[config.mk]
export PLATFORM = sky130hd
export DESIGN_NAME = icmp_timestamp_reply_engine_core
export DESIGN_NICKNAME = d
export VERILOG_FILES = /design/src/rtl/core/itre_pkg.sv /design/src/rtl/core/itre_checksum.sv /design/src/rtl/core/icmp_timestamp_reply_engine_core.sv
export SDC_FILE = /design/constraint.sdc
export NUM_CORES = 1
export LEC_CHECK = 0
export BUFFER_PORTS_ARGS = -buffer_cell sky130_fd_sc_hd__buf_2
export CAP_MARGIN = 15
export CORE_MARGIN = 2
export CORE_UTILIZATION = 38
export DETAILED_ROUTE_END_ITERATION = 7
export PLACE_DENSITY = 0.61
export SLEW_MARGIN = 5
export SYNTH_ARGS = -nofsm -noshare
export SYNTH_HDL_FRONTEND = slang
export SYNTH_SLANG_ARGS = --single-unit
export TNS_END_PERCENT = 30
[constraint.sdc]
create_clock -name clk -period 18.3 [get_ports clk]
set_clock_uncertainty 0.05 [all_clocks]
set_input_delay 4.575 -clock clk [delete_from_list [all_inputs] [get_ports clk]]
set_output_delay 4.575 -clock clk [all_outputs]
set_load 0.01 [all_outputs]
[src/rtl/core/itre_pkg.sv]
// Shared types and constants for the ICMP timestamp reply engine.
package itre_pkg;

  localparam int unsigned MSG_BYTES = 20;
  localparam int unsigned CNT_W     = 5;
  localparam int unsigned IDX_W     = 5;
  localparam int unsigned FRAME_W   = MSG_BYTES * 8;
  localparam int unsigned SUM_A_W   = 19;
  localparam int unsigned SUM_B_W   = 18;
  localparam int unsigned CSUM_W    = 16;

  localparam logic [7:0] REQUEST_TYPE = 8'd13;
  localparam logic [7:0] REPLY_TYPE   = 8'd14;
  localparam logic [7:0] TS_CODE      = 8'd0;

  localparam logic [CNT_W-1:0] COUNT_MAX  = 5'd31;
  localparam logic [CNT_W-1:0] MIN_LENGTH = 5'd20;
  localparam logic [IDX_W-1:0] LAST_IDX   = 5'd19;

  // Byte positions captured from the request.
  localparam logic [CNT_W-1:0] POS_TYPE      = 5'd0;
  localparam logic [CNT_W-1:0] POS_CODE      = 5'd1;
  localparam logic [CNT_W-1:0] POS_IDENT_HI  = 5'd4;
  localparam logic [CNT_W-1:0] POS_IDENT_LO  = 5'd5;
  localparam logic [CNT_W-1:0] POS_SEQ_HI    = 5'd6;
  localparam logic [CNT_W-1:0] POS_SEQ_LO    = 5'd7;
  localparam logic [CNT_W-1:0] POS_ORIG_FST  = 5'd8;
  localparam logic [CNT_W-1:0] POS_ORIG_LST  = 5'd11;

  // One finished request waiting to be turned into results.
  typedef struct packed {
    logic               ok;
    logic [15:0]        ident;
    logic [15:0]        seq;
    logic [31:0]        orig;
    logic [31:0]        rx;
    logic [31:0]        tx;
    logic [SUM_A_W-1:0] sum_a;
    logic [SUM_B_W-1:0] sum_b;
  } itre_job_t;

endpackage

[src/rtl/core/itre_checksum.sv]
// One's-complement combine and fold of the two partial sums into the reply checksum.
module itre_checksum
  import itre_pkg::*;
(
  input  logic [SUM_A_W-1:0] sum_a,
  input  logic [SUM_B_W-1:0] sum_b,
  output logic [CSUM_W-1:0]  csum
);

  logic [SUM_A_W:0]  total;
  logic [CSUM_W:0]   fold1;
  logic [CSUM_W-1:0] fold2;

  // Two end-around-carry folds bring the 20-bit total into 16 bits.
  always_comb begin
    total = {1'b0, sum_a} + {{(SUM_A_W - SUM_B_W + 1){1'b0}}, sum_b};
    fold1 = {1'b0, total[CSUM_W-1:0]}
          + {{(2*CSUM_W - SUM_A_W){1'b0}}, total[SUM_A_W:CSUM_W]};
    fold2 = fold1[CSUM_W-1:0] + {{(CSUM_W-1){1'b0}}, fold1[CSUM_W]};
    csum  = ~fold2;
  end

endmodule

[src/rtl/core/icmp_timestamp_reply_engine_core.sv]
// Top level of the ICMP timestamp reply engine: capture, job register and reply serializer.
//
// The slave stream carries one request byte per transfer: tdata holds the byte
// and the receive and transmit times, tlast marks the final byte of a request.
// Only the times given with the final byte are used.
// The master stream returns results one byte per transfer: tdata is the reply
// byte, tlast marks the final result of a request and tuser says whether the
// request was accepted. A good request (at least 20 bytes, type 13, code 0)
// yields a 20-byte timestamp reply; any other request yields a single result
// with tuser low, tdata zero and tlast high.
// The final request byte is captured into the job register, which then
// loads the output register once it is free; the checksum fold is done on
// the way into the output register.
// Throughput: one request byte per cycle and one result per cycle. A reply
// occupies the output register for all of its 20 results; one further finished
// request can wait in the job register meanwhile, and the slave side stalls
// only when that register is full and the output cannot take it.
// When the receiver stalls, the current result holds and the job register
// fills. Synchronous reset clears the captured header fields, the byte
// count and both valid flags, so no result is pending after reset.
module icmp_timestamp_reply_engine_core
  import itre_pkg::*;
(
  input  logic        clk,
  input  logic        rst,
  input  logic        s_axis_tvalid,
  output logic        s_axis_tready,
  input  logic [71:0] s_axis_tdata,  // request_byte[7:0], receive_time[39:8], transmit_time[71:40]
  input  logic        s_axis_tlast,  // end_of_request
  output logic        m_axis_tvalid,
  input  logic        m_axis_tready,
  output logic [7:0]  m_axis_tdata,  // reply_byte[7:0]
  output logic        m_axis_tlast,  // reply_last
  output logic        m_axis_tuser   // accepted
);

  // Request capture state.
  logic [CNT_W-1:0] byte_count;
  logic [7:0]       seen_type;
  logic [7:0]       seen_code;
  logic [15:0]      echo_identifier;
  logic [15:0]      echo_sequence;
  logic [31:0]      echo_originate;

  // Job register between capture and the serializer.
  logic      job_valid;
  itre_job_t job;
  itre_job_t job_next;

  // Output register: the reply frame shifts out from its top byte.
  logic               out_valid;
  logic               out_acc;
  logic [IDX_W-1:0]   out_idx;
  logic [FRAME_W-1:0] frame;

  logic [7:0]       req_byte;
  logic [31:0]      rx_time;
  logic [31:0]      tx_time;
  logic             in_fire;
  logic             out_fire;
  logic             out_done;
  logic             out_load;
  logic [CNT_W-1:0] count_next;
  logic [CSUM_W-1:0] csum;

  assign req_byte = s_axis_tdata[7:0];
  assign rx_time  = s_axis_tdata[39:8];
  assign tx_time  = s_axis_tdata[71:40];

  assign m_axis_tvalid = out_valid;
  assign m_axis_tdata  = frame[FRAME_W-1 -: 8];
  assign m_axis_tuser  = out_acc;
  assign m_axis_tlast  = !out_acc || (out_idx == LAST_IDX);

  assign out_fire = out_valid && m_axis_tready;
  assign out_done = out_fire && m_axis_tlast;
  assign out_load = job_valid && (!out_valid || out_done);

  // The slave side is open whenever the job register is free or drains this cycle.
  assign s_axis_tready = !job_valid || out_load;
  assign in_fire       = s_axis_tvalid && s_axis_tready;

  assign count_next = (byte_count < COUNT_MAX) ? byte_count + 5'd1 : byte_count;

  // On the final byte the header has already been captured whenever the request
  // is long enough to be answered, so the job is built from the stored fields.
  always_comb begin
    job_next.ok    = (count_next >= MIN_LENGTH) && (seen_type == REQUEST_TYPE)
                     && (seen_code == TS_CODE);
    job_next.ident = echo_identifier;
    job_next.seq   = echo_sequence;
    job_next.orig  = echo_originate;
    job_next.rx    = rx_time;
    job_next.tx    = tx_time;
    // Reply header word (type 14, code 0) plus the echoed words.
    job_next.sum_a = SUM_A_W'({REPLY_TYPE, TS_CODE})
                   + SUM_A_W'(echo_identifier) + SUM_A_W'(echo_sequence)
                   + SUM_A_W'(echo_originate[31:16]) + SUM_A_W'(echo_originate[15:0]);
    // The two timestamps given with the final byte.
    job_next.sum_b = SUM_B_W'(rx_time[31:16]) + SUM_B_W'(rx_time[15:0])
                   + SUM_B_W'(tx_time[31:16]) + SUM_B_W'(tx_time[15:0]);
  end

  itre_checksum u_checksum (
    .sum_a (job.sum_a),
    .sum_b (job.sum_b),
    .csum  (csum)
  );

  // Capture of the request header; everything returns to zero after a final byte.
  always_ff @(posedge clk) begin
    if (rst) begin
      byte_count      <= '0;
      seen_type       <= '0;
      seen_code       <= '0;
      echo_identifier <= '0;
      echo_sequence   <= '0;
      echo_originate  <= '0;
    end else if (in_fire) begin
      if (s_axis_tlast) begin
        byte_count      <= '0;
        seen_type       <= '0;
        seen_code       <= '0;
        echo_identifier <= '0;
        echo_sequence   <= '0;
        echo_originate  <= '0;
      end else begin
        byte_count <= count_next;
        if (byte_count == POS_TYPE) begin
          seen_type <= req_byte;
        end
        if (byte_count == POS_CODE) begin
          seen_code <= req_byte;
        end
        if (byte_count == POS_IDENT_HI || byte_count == POS_IDENT_LO) begin
          echo_identifier <= {echo_identifier[7:0], req_byte};
        end
        if (byte_count == POS_SEQ_HI || byte_count == POS_SEQ_LO) begin
          echo_sequence <= {echo_sequence[7:0], req_byte};
        end
        if (byte_count >= POS_ORIG_FST && byte_count <= POS_ORIG_LST) begin
          echo_originate <= {echo_originate[23:0], req_byte};
        end
      end
    end
  end

  // Job register.
  always_ff @(posedge clk) begin
    if (rst) begin
      job_valid <= 1'b0;
    end else if (in_fire && s_axis_tlast) begin
      job_valid <= 1'b1;
    end else if (out_load) begin
      job_valid <= 1'b0;
    end
  end

  always_ff @(posedge clk) begin
    if (in_fire && s_axis_tlast) begin
      job <= job_next;
    end
  end

  // Output register and byte serializer.
  always_ff @(posedge clk) begin
    if (rst) begin
      out_valid <= 1'b0;
      out_acc   <= 1'b0;
      out_idx   <= '0;
    end else if (out_load) begin
      out_valid <= 1'b1;
      out_acc   <= job.ok;
      out_idx   <= '0;
    end else if (out_done) begin
      out_valid <= 1'b0;
    end else if (out_fire) begin
      out_idx <= out_idx + 5'd1;
    end
  end

  always_ff @(posedge clk) begin
    if (out_load) begin
      if (job.ok) begin
        frame <= {REPLY_TYPE, TS_CODE, csum, job.ident, job.seq, job.orig, job.rx, job.tx};
      end else begin
        frame <= '0;
      end
    end else if (out_fire) begin
      frame <= {frame[FRAME_W-9:0], 8'h00};
    end
  end

  // A rejection is always a single, final result.
  a_reject_single : assert property (@(posedge clk) disable iff (rst)
    m_axis_tvalid && !m_axis_tuser |-> m_axis_tlast && (m_axis_tdata == 8'h00))
    else $error("rejection result is not a single zero byte");

  // The first byte of an accepted reply is the reply type.
  a_first_type : assert property (@(posedge clk) disable iff (rst)
    out_valid && out_acc && (out_idx == '0) |-> m_axis_tdata == REPLY_TYPE)
    else $error("reply does not start with the reply type");

  // A reply burst runs without gaps once a byte has been taken.
  a_burst_cont : assert property (@(posedge clk) disable iff (rst)
    m_axis_tvalid && m_axis_tready && !m_axis_tlast |=> m_axis_tvalid)
    else $error("reply burst broke off before its last byte");

  // The serializer index stays inside the 20-byte frame.
  a_idx_range : assert property (@(posedge clk) disable iff (rst)
    out_valid |-> out_idx <= LAST_IDX)
    else $error("reply byte index beyond the frame");

endmodule

; ---- After elaboration in Yosys (flattened, before gate mapping)
; Cells that the tools add are included.
[word_totals]
register_bits = 419
elab_cells = 96
input_bits = 77
output_inout_bits = 12
[classes]
n_bitwise = 2
addsub = 12
order_cmp = 4
mux = 19
n_reduce_logical = 33
eq_ne = 7
[op_table]
columns = op, n
row1 = 160-bit 2-to-1 mux, 2
row2 = 156-bit 2-to-1 mux, 1
row3 = 16-bit 2-to-1 mux, 4
row4 = 32-bit 2-to-1 mux, 2
row5 = 17-bit by 16-bit adder with 18-bit output, 2
row6 = 8-bit 2-to-1 mux, 4
row7 = 19-bit by 18-bit adder with 20-bit output, 1
row8 = 5-bit by 3-bit equality test with 1-bit output (second input constant), 4
row9 = 18-bit by 16-bit adder with 19-bit output, 1
row10 = 19-bit by 16-bit adder with 19-bit output, 1
row11 = 18-bit by 16-bit adder with 18-bit output, 1
row12 = 12-bit by 16-bit adder with 17-bit output (first input constant), 1
row13 = 16-bit by 16-bit adder with 17-bit output, 1
row14 = 16-bit by 4-bit adder with 17-bit output, 1
row15 = 16-bit by 1-bit adder with 16-bit output, 1
row16 = 16-bit NOT, 1
row17 = 2-bit nonzero test, 8
row18 = 2-bit AND reduction, 6
row19 = 5-bit by 1-bit adder with 5-bit output (second input constant), 2
row20 = 5-bit 2-to-1 mux, 2
row21 = 8-bit by 4-bit equality test with 1-bit output (second input constant), 1
row22 = 1-bit logical AND, 8
row23 = 8-bit logical NOT, 1
row24 = 5-bit by 1-bit equality test with 1-bit output (second input constant), 1
row25 = other kinds (11), 20

; ---- Longest topological paths before layout
; Gate-level depths: netlist (run 1).
[logic_depth]
ltp_word = 9
depth_mapped = 31
depth_no_buf = 31

; ---- Modules after synthesis
; From an unflattened synthesis (run 1), not the netlist that was laid out.
[unflattened]
cells_unflattened = 1916
hier_area_um2 = 20766.2
[modules_own_cells]
columns = module, instances, cells_each, seq_area_each_um2, area_each_um2
row1 = icmp_timestamp_reply_engine_core, 1, 1673, 11651.2, 19015.7
row2 = itre_checksum, 1, 243, 0.0, 1750.4

; ---- Least setup slack after synthesis (run 1)
; Ideal clock, no wire load.
[synth_path]
kind = register to register
startpoint = register out_valid, in the netlist m_axis_tvalid
endpoint = register frame[0], enable pin
n_path_buf = 0
required_ps = 17349
synth_period_minus_slack_ps = 12516
setup_time_ps = 901
t_arrival_ps = 11565
stages_incl_launch_ff = 2
setup_slack_ps = 5784
path_cell_list = dfxtp_1 o21ai_0
[synth_between]
elab_chain_len = 5
word_cells_on_any_way = 6
cone_classes = 6 x reduce/logical
[synth_rtl]
columns = item, line_no
row1 = from (decl), icmp_timestamp_reply_engine_core.sv:51  ; logic out_valid;
row2 = from (signal assigned), icmp_timestamp_reply_engine_core.sv:168  ; out_valid <= 1'b0;
row3 = from (signal assigned), icmp_timestamp_reply_engine_core.sv:172  ; out_valid <= 1'b1;
row4 = from (signal assigned), icmp_timestamp_reply_engine_core.sv:176  ; out_valid <= 1'b0;
row5 = 1-bit logical AND, icmp_timestamp_reply_engine_core.sv:75  ; assign out_fire = out_valid && m_axis_tready;
row6 = 1-bit logical AND, icmp_timestamp_reply_engine_core.sv:76  ; assign out_done = out_fire && m_axis_tlast;
row7 = 1-bit logical OR, icmp_timestamp_reply_engine_core.sv:77  ; assign out_load = job_valid && (!out_valid || out_done);
row8 = 1-bit logical AND, icmp_timestamp_reply_engine_core.sv:77
row9 = 2-bit nonzero test (no line) (*), n/a
row10 = to (signal assigned), icmp_timestamp_reply_engine_core.sv:185  ; frame <= {REPLY_TYPE, TS_CODE, csum, job.ident, job.seq, job.orig, job.rx, job.tx};
row11 = to (signal assigned), icmp_timestamp_reply_engine_core.sv:190  ; frame <= {frame[FRAME_W-9:0], 8'h00};
row12 = to (decl), icmp_timestamp_reply_engine_core.sv:54  ; logic [FRAME_W-1:0] frame;
; Every way passes the cells marked *; elsewhere a longest branch is shown, timed or not.
; A chain may end at the register's enable or synchronous reset.

; ---- Final worst setup path (run 1)
[layout_path]
startpoint = input m_axis_tready
endpoint = output s_axis_tready
[layout_between]
elab_chain_len = 5
[layout_rtl]
columns = item, line_no
row1 = from (decl), icmp_timestamp_reply_engine_core.sv:31  ; input logic m_axis_tready,
row2 = 1-bit logical AND, icmp_timestamp_reply_engine_core.sv:75
row3 = 1-bit logical AND, icmp_timestamp_reply_engine_core.sv:76
row4 = 1-bit logical OR, icmp_timestamp_reply_engine_core.sv:77
row5 = 1-bit logical AND, icmp_timestamp_reply_engine_core.sv:77
row6 = 1-bit logical OR, icmp_timestamp_reply_engine_core.sv:80  ; assign s_axis_tready = !job_valid || out_load;
row7 = to (decl), icmp_timestamp_reply_engine_core.sv:27  ; output logic s_axis_tready,
; No other way between the ends.

==> results.md, run 1 <==
Clocking:
- After clock tree synthesis, the flow added hold-fix buffers numbering 0.
- The tree is rooted in a sky130_fd_sc_hd__clkbuf_16.
- The source-to-sink clock delay at the later pin of the worst-skew pair is 560 ps.
- Post-CTS repair changed the size of 0 cells.
- The clock passes through at most 3 buffers.
- Buffers added to address setup during post-CTS repair amount to 0.
- TritonCTS built the clock tree.
- The CTS H-tree depth is 2.
- The clock transition time at the flip-flop clock pins of the worst setup and hold paths is 60 ps.
- The number of buffers created by CTS is 44.
- For this design, the sink count on the clock tree is 419.

Routing:
- The remaining number of nets flagged by the antenna check after routing is 0.
- The mean routed wirelength per cell is 17.9 um.
- The routed design uses 20800 um of met2 wire.
- Summed over all layers, the routed wires come to 43800 um.
- Detailed routing placed a total of 2040 um of wire on met3.
- The post-detailed-route DRC marker count is 0.
- The detailed router finished its first iteration with 907 violations.
- The sum of routed wire segments on met1 is 19900 um.
- The total via count after detailed routing is 12705.
- The iteration count of the initial detailed-routing pass is 5.
- The via density per instance is 5.20.
- The top layer used by detailed routing is met4.

Setup path:
- Of all nets on the critical path, the largest fanout is 4.
- The kind of start point of the critical path is an input pin.
- STA classifies the critical path endpoint as an output pin.
- In this run the critical register-to-register path is launched from job[1].
- The signal arrival time at the worst endpoint is 5550 ps.
- The critical path class is input pin to output pin.
- STA puts the critical path data required time at 13680 ps.
- The critical path launch point is m_axis_tready.

Placed design:
- The total half-perimeter wirelength after legalization and detailed placement is 30200 um.
- Port buffering added 88 buffers.
- Summing all placed instances gives a cell area of 0.0209 mm2.
- The final weighted congestion of routability-driven global placement is 0.924.

Timing:
- The hold violation count in the final report is 0.
- The total of endpoints with negative setup slack in the final report is 0.
- The final critical-path required period is 10180 ps.
- The maximum clock frequency is 0.0983 GHz.
- Setup repair after global routing left no endpoint under its margin.
- For the pin with the worst max-slew slack, the measured transition is 1020 ps.
- The post-route setup TNS is 0 ps.
- The max-slew violation count is 0.
- In the finished design, the share of the clock period the worst path needs comes to 55.6%.
- The worst max-slew margin expressed relative to the limit is 32.2%.

Synth:
- Summed over all instances, the cell type with the most area after synthesis is sky130_fd_sc_hd__edfxtp_1.
- The synthesized netlist contains 76 unique library cells.
- Of all flip-flops after synthesis, the portion carrying an async set or reset was 0%.
- The most used flip-flop cell after synthesis is sky130_fd_sc_hd__edfxtp_1.
- The synthesized design contains 419 register bits.
- After synthesis, the mean cell area works out to 11.9 um2.
- The count of mapped cells out of synthesis is 1665.
- Among all cell types in the netlist, the one instantiated most often is sky130_fd_sc_hd__edfxtp_1.
- Ranked by total cell area, the synthesized netlist is headed by sky130_fd_sc_hd__edfxtp_1, sky130_fd_sc_hd__dfxtp_1, sky130_fd_sc_hd__fa_1, sky130_fd_sc_hd__nand2_1, sky130_fd_sc_hd__ha_1.
- The number of nets in the synthesized netlist is 1886.
- The cell area after technology mapping is 0.0198 mm2.
- The commonest cells after synthesis are sky130_fd_sc_hd__edfxtp_1, sky130_fd_sc_hd__nand2_1, sky130_fd_sc_hd__nand3_1.
- The count of yosys warnings during synthesis is 0.
- Of the synthesized area, sequential elements account for 58.9%.
- The number of enable flip-flop cells after synthesis is 326.
- The synthesized design devotes to its leading area cell type 49.5% of total area.

Global route:
- The first-pass GRT wire length is 71100 um.
- The via count of the first global-routing pass is 12673.
- The initial antenna violation count came to 0.
- Entering global routing, the biggest net connects 96 pins.
- Global routing used 16.9% of the available tracks.
- The overflow left after global routing is 0.

Final layout:
- The layout-stage area growth over the synthesis result is 12.5%.
- The total number of nets in the final design is 1951.
- Cells with a size suffix above 1 make up 11.2% of the layout.
- The post-layout instance area is 0.0223 mm2.
- The repair_antennas step left the layout with diodes totalling 0.

Power and ir drop:
- The power per cell area is 106 mW/mm2.
- In this run the static leakage power is 8.65 nW.
- The maximum vdd drop is 0.0629 mV.

Worst hold path:
- The worst hold path class is flop to flop.
- The startpoint identified for the worst hold timing path is echo_sequence[9].

Floorplanning:
- The die covers 0.0539 mm2.
- The standard-cell row count is 83.
- The die height is 232 um.
- The initial utilization of the core area, before any placement, comes to 38.5%.
- In this run the standard cell core region covers 0.0514 mm2.
- The top-level port count is 89.
- The floorplan step set the die width to 232 um.

Job:
- The max-capacitance violation count is 0.

Status:
- The run finished with clean final reports.
routing by layer:
metal  vias up  track usage (%)
li1       6071                -
met4         0             4.87
met5         -                0
met2       293             27.3
met3        64             2.86
met1      6277             23.2
power by group:
group	total (W)	leakage [nW]	switching (W)	internal (W)
Clock	0.000865	0.680	0.000367	0.000499
Combinational	0.000409	4.17	0.000251	0.000158
Sequential	0.00109	3.80	0.0000136	0.00108
Total	0.00237	8.65	0.000631	0.00174
metrics by stage:
stage	setup slack, ps	instances	power, W	util (%)	hold slack (ps)
4_1_cts	8180	2443	0.00239	43.3	420
5_1_grt	8140	2443	0.00248	43.3	439
6_report	8120	2443	0.00237	43.3	419
3_3_place_gp	8170	2364	0.00151	40.6	398
2_1_floorplan	5780	1665	0.00142	-	379
3_5_place_dp	8180	2364	0.00152	40.6	405
logic make-up (layout without fill, tap and decap cells):
family	after synthesis	after routing	synth area share (%)
xor+xnor	64	64	2.95
fa+ha+maj	144	144	11.6
mux	9	9	0.455
buf+inv	128	226	2.60
flops	419	419	58.9
compound gates	223	223	7.90
simple gates	678	678	15.6
flip-flops by register name, summed over array words and instances, names as in the netlist:
register and flops:
out_idx 5, echo_identifier 16, job 166, m_axis_tvalid 1, m_axis_tuser 1, job_valid 1, echo_sequence 16, frame 160
seen_type 8, echo_originate 32, byte_count 5, seen_code 8
critical path, stage by stage:
cell and delay [ps]:
sky130_fd_sc_hd__buf_2 100, sky130_fd_sc_hd__nand2_1 140, sky130_fd_sc_hd__nand3_1 420, sky130_fd_sc_hd__buf_2 310
cell usage in the layout (no fill, tap or decap), drive strengths merged, types with 8 or more instances in the layout:
cell    netlist  final
a21o         14     14
a21oi        43     43
a22oi        73     73
and2          8      8
and3         15     15
buf           9    102
clkbuf       74     60
clkinv        0     15
dfxtp        93     93
edfxtp      326    326
fa           66     66
ha           78     78
inv          45     46
mux2i         9      9
nand2       303    303
nand2b        9      9
nand3       133    133
nor2        121    121
nor2b        30     30
nor3         20     20
o21ai        33     33
o21bai       10     10
xnor2        47     47
xor2         17     17
worst paths after layout:
check,slack [ps],cells past startpoint,end
worst max-delay path,8120,4,s_axis_tready
worst min-delay path,420,0,job[142]
worst max register to register,11090,28,frame[142]
worst min register to register,420,0,job[142]
cell type report:
class	instances	area (um2)
clock buffers	60	1230
clock inverters	19	145
fillers	4787	29100
inverters	45	174
multi-input cells	1118	7670
flip-flops and latches	419	11700
well taps	680	851
repair buffers	102	546
Note: power is estimated with default switching activity, not from simulation.
==> run 2: changes to the inputs <==
Settings changed: PLACE_DENSITY 0.61 to 0.63.
Clock period 18.3 ns to 9 ns, I/O delays scaled along.
==> run 2 against run 1 <==
  * Flip-flop and latch count stayed put
  * Global-route usage is 0.18 points higher
  * Sequential share of layout area fell by 0.29 points
  * Die area unchanged
  * Clock power rose by 120%
  * Setup slack worse by 5800 ps
  * Combinational power rose by 110%
  * Non-clock buffer count is the same
  * Worst hold slack better by 2.5 ps
  * Total power up 110%
  * Critical path depth is 22 higher
  * Largest cell class unchanged
==> results.md, run 2 (synthesis results as in run 1) <==
Global route:
- The routing layer with the top usage in global route is met2 (unchanged).
- The initial antenna violation count came to 1 (was 0).
- The total global-route track usage is 17.0% (was 16.9%).
- The largest net degree at the start of global routing is 87 (was 96).
- The met2 track demand over resource is 28.3% (was 27.3%).
- The overflow left after global routing is 0 (unchanged).
- The via count of the first global-routing pass is 12837 (was 12673).
- The met3 track demand over resource is 2.68% (was 2.86%).
- The global-route track usage on met1 is 23.3% (was 23.2%).
- The first-pass GRT wire length is 71900 um (was 71100 um).

Timing:
- The max-slew violation count is 0 (unchanged).
- The hold violation count in the final report is 0 (unchanged).
- The worst max-slew margin expressed relative to the limit was 30.6% (was 32.2%).
- Unrepaired setup endpoints after global routing: false (unchanged).
- The smallest hold slack is 421 ps (was 419 ps).
- The total of endpoints with negative setup slack in the final report is 0 (unchanged).
- Derived from the worst setup path, the maximum achievable clock frequency is 0.150 GHz.
- The final worst-path cycle share is 74.1%.
- The slew at the pin closest to its max-slew limit was 1040 ps (was 1020 ps).
- The post-route setup TNS is 0 ps (unchanged).
- The final critical-path required period is 6670 ps.

Worst hold path:
- The worst hold path class is flop to flop (unchanged).
- The worst hold path startpoint is echo_sequence[10] (was echo_sequence[9]).
- The number of cells on the worst hold path is 0 (unchanged).

Power and ir drop:
- The maximum vdd drop is 0.118 mV (was 0.0629 mV).
- The leakage power total was 8.71 nW (was 8.65 nW).
- The power per cell area is 221 mW/mm2 (was 106 mW/mm2).
- The total power draw was 0.00495 W (was 0.00237 W).

Placed design:
- The number of input and output port buffers inserted came to 88 (unchanged).
- The final weighted congestion of routability-driven global placement is 0.864 (was 0.924).
- The total half-perimeter wirelength after legalization and detailed placement came to 30500 um (was 30200 um).
- The number of instances in the placed design is 2364 (unchanged).

Floorplanning:
- The die height came to 232 um (unchanged).
- The standard-cell row count is 83 (unchanged).
- The width of the die is 232 um (unchanged).
- The core region area came to 0.0514 mm2 (unchanged).
- The top-level port count is 89 (unchanged).
- The overall die area came to 0.0539 mm2 (unchanged).
- The starting density of the core is 38.5% (unchanged).

Clocking:
- The source-to-sink clock delay at the later pin of the worst-skew pair is 570 ps (was 560 ps).
- The number of buffers created by CTS is 46 (was 44).
- The post-cts repair resize count was 0 (unchanged).
- The count of hold-fix buffers inserted at cts is 0 (unchanged).
- The sink count of the clock tree is 419 (unchanged).
- The root buffer selected by CTS is sky130_fd_sc_hd__clkbuf_16 (unchanged).
- The number of post-CTS setup repair buffers came to 0 (unchanged).
- The clock tree from TritonCTS is yes (unchanged).
- The clock transition time at the flip-flop clock pins of the worst setup and hold paths is 60 ps (about the same).
- The CTS H-tree depth is 2 (unchanged).
- The largest buffer count on any clock path is 3 (unchanged).

Routing:
- The sum of routed wire length over all layers is 44800 um (was 43800 um).
- The mean routed wirelength per cell is 18.3 um (was 17.9 um).
- The post-detailed-route DRC marker count was 0 (unchanged).
- The starting DRC count in detailed routing is 1137 (was 907).
- The iteration count of the initial detailed-routing pass was 5 (unchanged).
- The remaining number of nets flagged by the antenna check after routing was 0 (unchanged).
- The via density per instance is 5.22 (was 5.20).
- The total via count after detailed routing is 12783 (was 12705).

Status:
- Run status: completed (unchanged).

Setup path:
- The number of cells traversed by the worst register-to-register path was 26 (was 28).
- The beginning of the worst register-to-register path is job[1] (unchanged).
- The cell at the slowest stage of the critical path was sky130_fd_sc_hd__or4_4 (was sky130_fd_sc_hd__nand3_1).
- The worst-path maximum fanout came to 5 (was 4).
- The kind of start point of the critical path is a flop (was input pin).
- The largest delay contributor family on the critical path is compound AO/OA/AOI/OAI gates (was simple AND/OR/NAND/NOR gates).
- The worst reg-to-reg setup slack is 2330 ps (was 11090 ps).
- The number of cells on the critical path came to 26 (was 4).
- The category of the worst setup path capture point is a flop (was output pin).
- The worst path required time came to 9260 ps (was 13680 ps).
- The critical path class is flop to flop (was input pin to output pin).
- The maximum cell stage delay along the critical path is 450 ps (was 420 ps).
- The buffer and inverter count on the worst path came to 0 (was 2).
- The critical path launch point is job[1] (was m_axis_tready).
- The signal arrival time at the worst endpoint is 6930 ps (was 5550 ps).

Final layout:
- Largest registers ranked by flip-flop count: job x166, frame x160, echo_originate x32 (unchanged).
- The post-route non-filler standard cell count is 2449 (was 2443).
- The register with the highest flop count is job (unchanged).
- The number of flip-flops in the largest register is 166 (unchanged).
- The layout-stage area growth over the synthesis result is 13.1% (was 12.5%).
- The total number of nets in the final design came to 1953 (was 1951).
- Leading cell types in the layout, fill and taps excluded: sky130_fd_sc_hd__edfxtp_1, sky130_fd_sc_hd__nand2_1, sky130_fd_sc_hd__nand3_1, sky130_fd_sc_hd__nor2_1, sky130_fd_sc_hd__dfxtp_1 (unchanged).
- The fraction of final layout cells with drive strength greater than 1 was 11.4% (was 11.2%).
- The commonest non-fill, non-tap cell in the layout was sky130_fd_sc_hd__edfxtp_1 (unchanged).

Job:
- The max-capacitance violation count is 0 (unchanged).
## run 2: cell count changes in the layout (fill, tap and decap cells not counted), sizes merged
cell and delta:
bufinv +3, diode +1, clkbuf -1, inv +1, clkinv +3, clkinvlp -1
## run 2: final cells by class
type / count / area [um2]
Inverter: 45 / 174
Timing Repair Buffer: 102 / 546
Sequential cell: 419 / 11700
Tap cell: 680 / 851
Clock buffer: 59 / 1240
Clock inverter: 25 / 256
Multi-Input combinational cell: 1118 / 7670
Fill cell: 4768 / 29000
Antenna cell: 1 / 2.50
## run 2: worst paths after layout
path                      to
hold / removal      job[143]
hold reg to reg     job[143]
setup reg to reg  frame[143]
setup / recovery  frame[143]
## run 2: layer usage
layer | share of wire [%] | vias up | routed length (um)
li1 | - | 6068 | -
met1 | 45 | 6361 | 20200
met2 | 48 | 293 | 21700
met3 | 4.6 | 61 | 2040
met4 | 1.9 | 0 | 842
met5 | 0 | - | 0
## run 2: where the power goes
group | switching [W] | internal, W | total, W
registers | 0.0000257 | 0.00219 | 0.00222
clock network | 0.000770 | 0.00112 | 0.00189
logic | 0.000522 | 0.000321 | 0.000843
## run 2: stage by stage
step / setup slack, ps / utilization [%] / instance area [um2]
floorplan: 811 / - / 19800
global placement: 2590 / 40.6 / 20900
detailed placement: 2350 / 40.6 / 20900
CTS: 2300 / 43.5 / 22400
global route: 1760 / 43.5 / 22400
finish: 2330 / 43.6 / 22400
